## config.mk

```make
export PLATFORM = sky130hd
export DESIGN_NAME = gpio_blink_and_input_qualifier
export DESIGN_NICKNAME = d
export VERILOG_FILES = /design/src/hw/rtl/gbiq_pkg.sv /design/src/hw/rtl/gbiq_ctrl.sv /design/src/hw/rtl/gbiq_datapath.sv /design/src/hw/rtl/gpio_blink_and_input_qualifier.sv
export SDC_FILE = /design/constraint.sdc
export NUM_CORES = 2
export LEC_CHECK = 0
export BUFFER_PORTS_ARGS = -buffer_cell sky130_fd_sc_hd__buf_4
export CORE_UTILIZATION = 55
export DETAILED_ROUTE_END_ITERATION = 6
export PLACE_DENSITY = 0.7
export SETUP_SLACK_MARGIN = 0.15
export SKIP_CTS_REPAIR_TIMING = 1
export SLEW_MARGIN = 25
export SYNTH_ARGS = -nofsm -noshare
export SYNTH_HDL_FRONTEND = slang
export SYNTH_SLANG_ARGS = --single-unit
```

## constraint.sdc

```tcl
create_clock -name clk -period 6.87 [get_ports clk]
set_input_delay 1.374 -clock clk [delete_from_list [all_inputs] [get_ports clk]]
set_output_delay 1.374 -clock clk [all_outputs]
set_load 0.03 [all_outputs]
```

## src/hw/rtl/gbiq_pkg.sv

```systemverilog
// ----------------------------------------------------------------------------
// gbiq_pkg
// Shared types and codes of the GPIO blink and input qualifier block.
// ----------------------------------------------------------------------------
package gbiq_pkg;

  // The port field is four bits wide, so at most sixteen ports are addressable.
  localparam int MAX_PORTS = 16;
  localparam int IDX_W     = 4;
  localparam int CFG_IDX_W = 1;

  localparam logic [7:0] FOREVER = 8'hFF;

  localparam logic [CFG_IDX_W-1:0] REG_PORT_MODE   = 1'b0;
  localparam logic [CFG_IDX_W-1:0] REG_ACTIVE_MASK = 1'b1;

  localparam logic STAT_OK      = 1'b0;
  localparam logic STAT_IGNORED = 1'b1;

  localparam logic [1:0] PST_INACTIVE = 2'd0;
  localparam logic [1:0] PST_ACTIVE   = 2'd1;
  localparam logic [1:0] PST_ABSENT   = 2'd2;

  typedef enum logic [2:0] {
    ACT_INIT        = 3'd0,
    ACT_SET_LEVEL   = 3'd1,
    ACT_BLINK_START = 3'd2,
    ACT_BLINK_STOP  = 3'd3,
    ACT_TICK        = 3'd4,
    ACT_SET_HOLD    = 3'd5,
    ACT_POLL        = 3'd6
  } action_t;

  typedef enum logic [1:0] {
    MODE_ABSENT    = 2'd0,
    MODE_INPUT     = 2'd1,
    MODE_OUT_INACT = 2'd2,
    MODE_OUT_ACT   = 2'd3
  } mode_t;

  typedef enum logic [1:0] {
    ST_IDLE,
    ST_WALK,
    ST_SINGLE,
    ST_REPORT
  } state_t;

  typedef struct packed {
    action_t    action;
    logic [3:0] port;
    logic       want_active;
    logic [7:0] half_period;
    logic [7:0] blink_count;
    logic [7:0] hold_ticks;
    logic       pin_level;
  } gbiq_in_t;

  typedef struct packed {
    logic [15:0] pins_out;
    logic        status;
    logic [1:0]  port_state;
    logic        qualified;
  } gbiq_out_t;

  // Commands from the controller to the datapath.
  typedef struct packed {
    logic             load;
    logic             step;
    logic             walk;
    logic             report;
    logic [IDX_W-1:0] idx;
  } gbiq_cmd_t;

endpackage

```

## src/hw/rtl/gbiq_ctrl.sv

```systemverilog
// ----------------------------------------------------------------------------
// gbiq_ctrl
// Sequencer: accepts a request, walks the ports for init and tick, steps
// once for the other actions, then has the datapath register the result.
// ----------------------------------------------------------------------------
module gbiq_ctrl #(
  parameter int NUM_PORTS = 16
) (
  input  logic                clk,
  input  logic                rst_n,
  input  logic                start,
  input  gbiq_pkg::action_t   action,
  output logic                busy,
  output gbiq_pkg::gbiq_cmd_t cmd
);

  localparam int NP = (NUM_PORTS < gbiq_pkg::MAX_PORTS) ? NUM_PORTS : gbiq_pkg::MAX_PORTS;
  localparam logic [gbiq_pkg::IDX_W-1:0] LAST_IDX = gbiq_pkg::IDX_W'(NP - 1);

  gbiq_pkg::state_t state_r, state_nxt;
  logic [gbiq_pkg::IDX_W-1:0] idx_r, idx_nxt;

  always_ff @(posedge clk) begin
    if (!rst_n) begin
      state_r <= gbiq_pkg::ST_IDLE;
      idx_r   <= '0;
    end else begin
      state_r <= state_nxt;
      idx_r   <= idx_nxt;
    end
  end

  always_comb begin
    state_nxt  = state_r;
    idx_nxt    = idx_r;
    cmd        = '0;
    cmd.idx    = idx_r;
    busy       = (state_r != gbiq_pkg::ST_IDLE);
    case (state_r)
      gbiq_pkg::ST_IDLE: begin
        if (start) begin
          cmd.load = 1'b1;
          idx_nxt  = '0;
          if (action == gbiq_pkg::ACT_INIT || action == gbiq_pkg::ACT_TICK) begin
            state_nxt = gbiq_pkg::ST_WALK;
          end else begin
            state_nxt = gbiq_pkg::ST_SINGLE;
          end
        end
      end
      gbiq_pkg::ST_WALK: begin
        cmd.step = 1'b1;
        cmd.walk = 1'b1;
        if (idx_r == LAST_IDX) begin
          state_nxt = gbiq_pkg::ST_REPORT;
        end else begin
          idx_nxt = idx_r + 1'b1;
        end
      end
      gbiq_pkg::ST_SINGLE: begin
        cmd.step  = 1'b1;
        state_nxt = gbiq_pkg::ST_REPORT;
      end
      gbiq_pkg::ST_REPORT: begin
        cmd.report = 1'b1;
        state_nxt  = gbiq_pkg::ST_IDLE;
      end
      default: begin
        state_nxt = gbiq_pkg::ST_IDLE;
      end
    endcase
  end

  a_accept_busy: assert property (@(posedge clk) disable iff (!rst_n)
    (start && !busy) |=> busy)
    else $error("accepted request did not make the block busy");

  a_walk_range: assert property (@(posedge clk) disable iff (!rst_n)
    (state_r == gbiq_pkg::ST_WALK) |-> (idx_r <= LAST_IDX))
    else $error("port walk ran past the last port");

  a_report_once: assert property (@(posedge clk) disable iff (!rst_n)
    cmd.report |=> !cmd.report && !busy)
    else $error("report not followed by idle");

endmodule

```

## src/hw/rtl/gbiq_datapath.sv

```systemverilog
// ----------------------------------------------------------------------------
// gbiq_datapath
// Configuration, per-port blink and hold registers, the one-port update
// logic and the result register.
// ----------------------------------------------------------------------------
module gbiq_datapath #(
  parameter int NUM_PORTS = 16,
  parameter int TIME_BITS = 8
) (
  input  logic                                clk,
  input  logic                                rst_n,
  input  gbiq_pkg::gbiq_cmd_t                 cmd,
  input  gbiq_pkg::gbiq_in_t                  in_data,
  input  logic                                cfg_we,
  input  logic [gbiq_pkg::CFG_IDX_W-1:0]      cfg_index,
  input  logic [31:0]                         cfg_wdata,
  output logic                                out_strobe,
  output gbiq_pkg::gbiq_out_t                 out_data
);

  localparam int NP = (NUM_PORTS < gbiq_pkg::MAX_PORTS) ? NUM_PORTS : gbiq_pkg::MAX_PORTS;
  localparam int AW = (NP > 1) ? $clog2(NP) : 1;
  // Time fields arrive as eight bits, so no stored time needs more.
  localparam int TW = (TIME_BITS < 8) ? TIME_BITS : 8;

  logic [2*NP-1:0] port_mode_r, port_mode_nxt;
  logic [NP-1:0]   act_mask_r, act_mask_nxt;
  logic [NP-1:0]   pins_r, pins_nxt;

  logic [TW-1:0] rem_r   [NP], rem_nxt   [NP];
  logic [TW-1:0] per_r   [NP], per_nxt   [NP];
  logic [7:0]    cyc_r   [NP], cyc_nxt   [NP];
  logic          phase_r [NP], phase_nxt [NP];
  logic [TW-1:0] hlim_r  [NP], hlim_nxt  [NP];
  logic [TW-1:0] hcnt_r  [NP], hcnt_nxt  [NP];

  gbiq_pkg::gbiq_in_t  item_r, item_nxt;
  logic                status_r, status_nxt;
  logic                qual_r, qual_nxt;
  logic                out_strobe_r;
  gbiq_pkg::gbiq_out_t out_data_r, out_data_nxt;

  logic [gbiq_pkg::IDX_W-1:0] addr;
  logic [AW-1:0]              ai;
  logic                       a_valid;
  gbiq_pkg::mode_t            mode_a;
  logic                       outp;
  logic                       act_a;
  logic [TW-1:0]              rem_dec;
  logic [TW-1:0]              hp_cut;
  logic [TW-1:0]              hold_cut;
  logic [15:0]                pins_vis;

  // One port is read and updated per cycle: the walk index or the request's port.
  assign addr    = cmd.walk ? cmd.idx : item_r.port;
  assign ai      = addr[AW-1:0];
  assign a_valid = (32'(addr) < NP);
  assign mode_a  = a_valid ? gbiq_pkg::mode_t'(port_mode_r[{ai, 1'b0} +: 2])
                           : gbiq_pkg::MODE_ABSENT;
  assign outp    = (mode_a == gbiq_pkg::MODE_OUT_INACT) || (mode_a == gbiq_pkg::MODE_OUT_ACT);
  assign act_a   = act_mask_r[ai];
  assign rem_dec = rem_r[ai] - 1'b1;
  assign hp_cut   = item_r.half_period[TW-1:0];
  assign hold_cut = item_r.hold_ticks[TW-1:0];

  always_comb begin
    pins_vis = '0;
    for (int i = 0; i < NP; i++) begin
      pins_vis[i] = pins_r[i] & port_mode_r[2*i+1];
    end
  end

  always_comb begin
    port_mode_nxt = port_mode_r;
    act_mask_nxt  = act_mask_r;
    pins_nxt      = pins_r;
    rem_nxt       = rem_r;
    per_nxt       = per_r;
    cyc_nxt       = cyc_r;
    phase_nxt     = phase_r;
    hlim_nxt      = hlim_r;
    hcnt_nxt      = hcnt_r;
    item_nxt      = item_r;
    status_nxt    = status_r;
    qual_nxt      = qual_r;
    out_data_nxt  = out_data_r;

    if (cfg_we) begin
      case (cfg_index)
        gbiq_pkg::REG_PORT_MODE:   port_mode_nxt = cfg_wdata[2*NP-1:0];
        gbiq_pkg::REG_ACTIVE_MASK: act_mask_nxt  = cfg_wdata[NP-1:0];
        default: ;
      endcase
    end

    if (cmd.load) begin
      item_nxt   = in_data;
      status_nxt = gbiq_pkg::STAT_OK;
      qual_nxt   = 1'b0;
    end

    if (cmd.step) begin
      case (item_r.action)
        gbiq_pkg::ACT_INIT: begin
          if (mode_a != gbiq_pkg::MODE_ABSENT) begin
            if (outp) begin
              pins_nxt[ai] = (mode_a == gbiq_pkg::MODE_OUT_ACT) ? act_a : ~act_a;
            end
            rem_nxt[ai]   = '0;
            per_nxt[ai]   = '0;
            cyc_nxt[ai]   = '0;
            phase_nxt[ai] = 1'b0;
          end
        end
        gbiq_pkg::ACT_SET_LEVEL: begin
          if (outp) begin
            pins_nxt[ai] = item_r.want_active ? act_a : ~act_a;
          end else begin
            status_nxt = gbiq_pkg::STAT_IGNORED;
          end
        end
        gbiq_pkg::ACT_BLINK_START: begin
          if (!outp) begin
            status_nxt = gbiq_pkg::STAT_IGNORED;
          end else if (per_r[ai] != hp_cut) begin
            rem_nxt[ai] = hp_cut;
            per_nxt[ai] = hp_cut;
            cyc_nxt[ai] = item_r.blink_count;
          end
        end
        gbiq_pkg::ACT_BLINK_STOP: begin
          if (outp) begin
            rem_nxt[ai]   = '0;
            per_nxt[ai]   = '0;
            cyc_nxt[ai]   = '0;
            phase_nxt[ai] = 1'b0;
            pins_nxt[ai]  = ~act_a;
          end else begin
            status_nxt = gbiq_pkg::STAT_IGNORED;
          end
        end
        gbiq_pkg::ACT_TICK: begin
          if (outp && rem_r[ai] != '0 && cyc_r[ai] != '0) begin
            if (rem_dec == '0) begin
              // A full on-off cycle ends on the toggle out of phase one.
              if (phase_r[ai]) begin
                if (cyc_r[ai] != gbiq_pkg::FOREVER) begin
                  cyc_nxt[ai] = cyc_r[ai] - 1'b1;
                end
                phase_nxt[ai] = 1'b0;
              end else begin
                phase_nxt[ai] = 1'b1;
              end
              rem_nxt[ai]  = per_r[ai];
              pins_nxt[ai] = ~pins_r[ai];
            end else begin
              rem_nxt[ai] = rem_dec;
            end
          end
        end
        gbiq_pkg::ACT_SET_HOLD: begin
          if (mode_a == gbiq_pkg::MODE_INPUT) begin
            hlim_nxt[ai] = hold_cut;
          end else begin
            status_nxt = gbiq_pkg::STAT_IGNORED;
          end
        end
        gbiq_pkg::ACT_POLL: begin
          if (mode_a != gbiq_pkg::MODE_INPUT) begin
            status_nxt = gbiq_pkg::STAT_IGNORED;
          end else begin
            pins_nxt[ai] = item_r.pin_level;
            if (item_r.pin_level != act_a) begin
              hcnt_nxt[ai] = '0;
            end else if (hcnt_r[ai] < hlim_r[ai]) begin
              hcnt_nxt[ai] = hcnt_r[ai] + 1'b1;
            end else begin
              qual_nxt = 1'b1;
            end
          end
        end
        default: begin
          status_nxt = gbiq_pkg::STAT_IGNORED;
        end
      endcase
    end

    if (cmd.report) begin
      out_data_nxt.pins_out  = pins_vis;
      out_data_nxt.status    = status_r;
      out_data_nxt.qualified = qual_r;
      if (mode_a == gbiq_pkg::MODE_ABSENT) begin
        out_data_nxt.port_state = gbiq_pkg::PST_ABSENT;
      end else if (pins_r[ai] == act_a) begin
        out_data_nxt.port_state = gbiq_pkg::PST_ACTIVE;
      end else begin
        out_data_nxt.port_state = gbiq_pkg::PST_INACTIVE;
      end
    end
  end

  always_ff @(posedge clk) begin
    if (!rst_n) begin
      port_mode_r  <= '0;
      act_mask_r   <= '0;
      pins_r       <= '0;
      out_strobe_r <= 1'b0;
      for (int i = 0; i < NP; i++) begin
        rem_r[i]   <= '0;
        per_r[i]   <= '0;
        cyc_r[i]   <= '0;
        phase_r[i] <= 1'b0;
        hlim_r[i]  <= '0;
        hcnt_r[i]  <= '0;
      end
    end else begin
      port_mode_r  <= port_mode_nxt;
      act_mask_r   <= act_mask_nxt;
      pins_r       <= pins_nxt;
      out_strobe_r <= cmd.report;
      rem_r        <= rem_nxt;
      per_r        <= per_nxt;
      cyc_r        <= cyc_nxt;
      phase_r      <= phase_nxt;
      hlim_r       <= hlim_nxt;
      hcnt_r       <= hcnt_nxt;
    end
  end

  always_ff @(posedge clk) begin
    item_r     <= item_nxt;
    status_r   <= status_nxt;
    qual_r     <= qual_nxt;
    out_data_r <= out_data_nxt;
  end

  assign out_strobe = out_strobe_r;
  assign out_data   = out_data_r;

  a_strobe_single: assert property (@(posedge clk) disable iff (!rst_n)
    out_strobe_r |=> !out_strobe_r)
    else $error("result strobe held for more than one cycle");

  a_walk_status: assert property (@(posedge clk) disable iff (!rst_n)
    (out_strobe_r && (item_r.action == gbiq_pkg::ACT_INIT ||
                      item_r.action == gbiq_pkg::ACT_TICK))
      |-> (out_data_r.status == gbiq_pkg::STAT_OK) && !out_data_r.qualified)
    else $error("init or tick reported ignored or qualified");

  a_qual_ok: assert property (@(posedge clk) disable iff (!rst_n)
    (out_strobe_r && out_data_r.qualified)
      |-> (out_data_r.status == gbiq_pkg::STAT_OK) &&
          (out_data_r.port_state == gbiq_pkg::PST_ACTIVE))
    else $error("qualified input not reported active and accepted");

endmodule

```

## src/hw/rtl/gpio_blink_and_input_qualifier.sv

```systemverilog
// ----------------------------------------------------------------------------
// gpio_blink_and_input_qualifier
// Multi-port GPIO with blinking outputs and hold-time qualified inputs.
// The result strobe is registered from REPORT, which follows SINGLE for a
// plain request, or for init and tick a walk of min(NUM_PORTS,16) ports that
// visits one port per cycle through the shared per-port register update.
// busy drops in the cycle of the strobe, so a new request is taken then.
// Reset clears configuration, pin levels and all blink and hold state.
// ----------------------------------------------------------------------------
module gpio_blink_and_input_qualifier #(
  parameter int NUM_PORTS = 16,
  parameter int TIME_BITS = 8
) (
  input  logic                           clk,
  input  logic                           rst_n,
  input  logic                           start,
  output logic                           busy,
  input  gbiq_pkg::gbiq_in_t             in_data,
  output logic                           out_strobe,
  output gbiq_pkg::gbiq_out_t            out_data,
  input  logic                           cfg_we,
  input  logic [gbiq_pkg::CFG_IDX_W-1:0] cfg_index,
  input  logic [31:0]                    cfg_wdata
);

  gbiq_pkg::gbiq_cmd_t cmd;

  gbiq_ctrl #(
    .NUM_PORTS (NUM_PORTS)
  ) u_ctrl (
    .clk    (clk),
    .rst_n  (rst_n),
    .start  (start),
    .action (in_data.action),
    .busy   (busy),
    .cmd    (cmd)
  );

  gbiq_datapath #(
    .NUM_PORTS (NUM_PORTS),
    .TIME_BITS (TIME_BITS)
  ) u_datapath (
    .clk        (clk),
    .rst_n      (rst_n),
    .cmd        (cmd),
    .in_data    (in_data),
    .cfg_we     (cfg_we),
    .cfg_index  (cfg_index),
    .cfg_wdata  (cfg_wdata),
    .out_strobe (out_strobe),
    .out_data   (out_data)
  );

endmodule
```

==> results.cfg <==
[outcome]
status = finished clean

[worst_hold_path]
hold_end = u_datapath.rem_r[100]
min_path_type = flop to flop
hold_depth = 2
hp-start = u_datapath.rem_r[100]

[critical_path]
reg2regPathDepth = 16
start_kind = flop
worst-path-max-fanout = 28
critPathCaptureType = flop
timing.setup.critical_path_class = flop to flop
r2r-end = u_datapath.cyc_r[75]
crit_arrival_ps = 6670
cp.required_ps = 7410
ff2ff_setup_slack_ps = 740
cp-startpoint = u_ctrl.state_r[1]
worstReg2RegStart = u_ctrl.state_r[1]

[clocking]
root_buffer = clkbuf_16
clock_sinks = 782
tritoncts = built
cts_htree_levels = 3
numCtsBuffers = 83
clk_pin_slew_ps = 60
clk_latency_ps = 650
cts_buffer_depth = 3

[yosys]
synth_top_family_by_area = simple AND/OR/NAND/NOR gates
ys.flop_type = dfxtp_1
syn-num-nets = 4186
synth_xor_area_share_pct = 0.763
ys_types = 86
ys_ff_latch = 782
synth_edf_count = 53
yosys.area_share.adder_pct = 0.668
syn-instance-count = 4097
yosysTopAreaCellShare_pct = 41.0
synth_area_mm2 = 0.0356
synth_compound_area_share_pct = 17.1
avgSynthCellArea_um2 = 8.69
async_flop_share_pct = 0
muxShareOfSynthArea_pct = 13.9
synthSimpleGateAreaFrac_pct = 17.5
seq_area_frac_synth_pct = 45.5
yosysWarnings = 0
synth_area_leaders = dfxtp_1 41%, nand2_1 9.8%, mux2i_1 9.6%, a21oi_1 5.8%, o21ai_0 5.3%
yosysTopAreaCell = dfxtp_1

[sta]
setup_viol = 0
fmax_mhz = 163
slew_headroom_pct = 24.8
grt_setup_unrepaired = no
tightest_slew_ps = 1120
setup_tns_ps = 0
slew_viol_final = 0
hold_viol_final = 0
finalClockSkew_ps = 27.7
min_period_over_period_pct = 89.2
period_needed_ps = 6130

[place]
gp_congestion = 0.944
dpl_cell_area_mm2 = 0.0369
io_buffers = 91
hpwl_um = 74100

[route]
avgRoutedWirePerCell_um = 23.4
drc = 0
via_count = 31500
drtAntennaViolNets = 0
avgViaCountPerCell = 6.38
drt_pre_antenna_iters = 6
drt_first_iter_violations = 3875
drt_wl_total_um = 116000

[power_and_ir_drop]
powerDensity_mw_per_mm2 = 350
switching_share_pct = 37.4
p_sw_mw = 5.19
p_leak_nw = 13.8
p_comb_share_pct = 32.5
p_int_mw = 8.69
pwr-share-clk_pct = 32.5
p_seq_share_pct = 35.0
ir_worst_vdd_mv = 0.263
total_power_mw = 13.9

[floorplanning]
die_h_um = 256
core_mm2 = 0.0635
fp.dieArea_mm2 = 0.0657
placementRows = 92
initial_core_util_pct = 56.0
io_pins = 92
chipWidth_um = 256

[final_layout]
num-fill-cells = 5412
drive_above_1_share_pct = 11.8
diodes = 0
final_area_mm2 = 0.0396
layout_common_cells = 932 x nand2_1, 729 x dfxtp_1, 410 x a21oi_1
fin_nets = 4121
layout_commonest_cell = nand2_1
area_growth_pct = 11.3

[job]
drv_cap = 0

[global_route]
antenna_found_initial = 0
grt_usage_pct = 34.4
grt_max_degree = 122
grt_pass1_wl_um = 177000
grt_pass1_vias = 29400
grt_overflow = 0
-- stage by stage --
| stage | hold slack (ps) | worst slack [ps] | cells | util (%) |
|---|---|---|---|---|
| 2_1_floorplan | 409 | 662 | 4097 | - |
| 3_3_place_gp | 436 | 994 | 4793 | 58.1 |
| 3_5_place_dp | 442 | 877 | 4793 | 58.1 |
| 4_1_cts | 452 | 849 | 4940 | 62.3 |
| 5_1_grt | 465 | 346 | 4940 | 62.4 |
| 6_report | 449 | 742 | 4940 | 62.4 |
-- synth_stat cells (all sizes together) (9+ instances only) --
library cell and instances:
o21ai 385, nor3 26, mux2i 345, nor2 157, nand3 159, nand4 12
nand2 932, clkbuf 253, a32oi 13, buf 116, a21o 29, a21oi 411
edfxtp 53, nor4b 9, o22ai 59, a22oi 24, ha 19, o41ai 22
or2 10, or4 10, dfxtp 729, inv 16, and2 25, a32o 19
nor4 17, xnor2 16, and3 12, a211oi 14, mux4 65, xor2 15
-- metal layers --
layer / GRT usage [%] / vias up / routed length [um]
met5: 0 / - / 0
met4: 14.3 / 0 / 4590
met3: 7.39 / 283 / 12200
met2: 51.3 / 1775 / 50500
met1: 48.2 / 15200 / 48600
li1: - / 14300 / -
-- power groups by stage --
stage	Combinational, mW	Sequential, mW	Clock (mW)
after detailed placement	4.33	4.95	0
after global placement	4.32	4.95	0
final	4.51	4.86	4.51
after floorplan	2.81	4.86	0
after CTS	4.35	4.85	4.52
after global routing	4.68	4.86	4.71
-- how the worst max path moves through the flow --
stage / cells after the start / to
CTS: 17 / u_datapath.cyc_r[77]
finish: 16 / u_datapath.cyc_r[75]
floorplan: 26 / u_datapath.hcnt_r[102]
global placement: 17 / u_datapath.cyc_r[83]
global route: 17 / u_datapath.cyc_r[85]
detailed placement: 17 / u_datapath.cyc_r[77]
-- flip-flops by register name, indices dropped and copies added (netlist names), named ones only --
| name | flops |
|---|---|
| u_datapath.pins_r | 16 |
| u_datapath.cyc_r | 128 |
| u_datapath.out_data | 20 |
| u_datapath.qual_r | 1 |
| u_ctrl.state_r | 2 |
| u_datapath.act_mask_r | 16 |
| u_datapath.hcnt_r | 128 |
| u_datapath.item_r | 17 |
| u_datapath.out_strobe | 1 |
| u_datapath.hold_cut | 8 |
| u_datapath.port_mode_r | 32 |
| u_datapath.hlim_r | 128 |
| u_datapath.status_r | 1 |
| u_datapath.per_r | 128 |
| u_ctrl.idx_r | 4 |
| u_datapath.rem_r | 128 |
| u_datapath.hp_cut | 8 |
-- final cells by class --
class                      instances  area (um^2)  area share (%)
multi-input combinational       2929        17900            45.2
sequential                       782        16200            40.8
clock buffer                     123         2440            6.16
timing repair buffer             219         1720            4.34
tap                              846         1060            2.67
clock inverter                    24          251           0.635
inverter                          17         71.3           0.180
-- worst max-delay path: stages (launching register included) --
cell and delay (ps):
dfxtp_1 310, inv_1 110, ha_1 800, buf_4 360, nor2_1 100, a32oi_2 690, buf_4 400, a41oi_1 70
nor4_1 750, nor4_1 210, a31oi_1 420, nor2_2 130, o31ai_4 510, buf_4 420, nor4b_4 250, buf_4 260
mux2i_1 210
-- kinds of logic after synthesis --
kind of cell,count (synthesis)
simple gates,1418
compound gates,1049
xor+xnor,31
buf+inv,386
flops,782
fa+ha+maj,19
mux,412
Power figures use the tool's default switching activity.
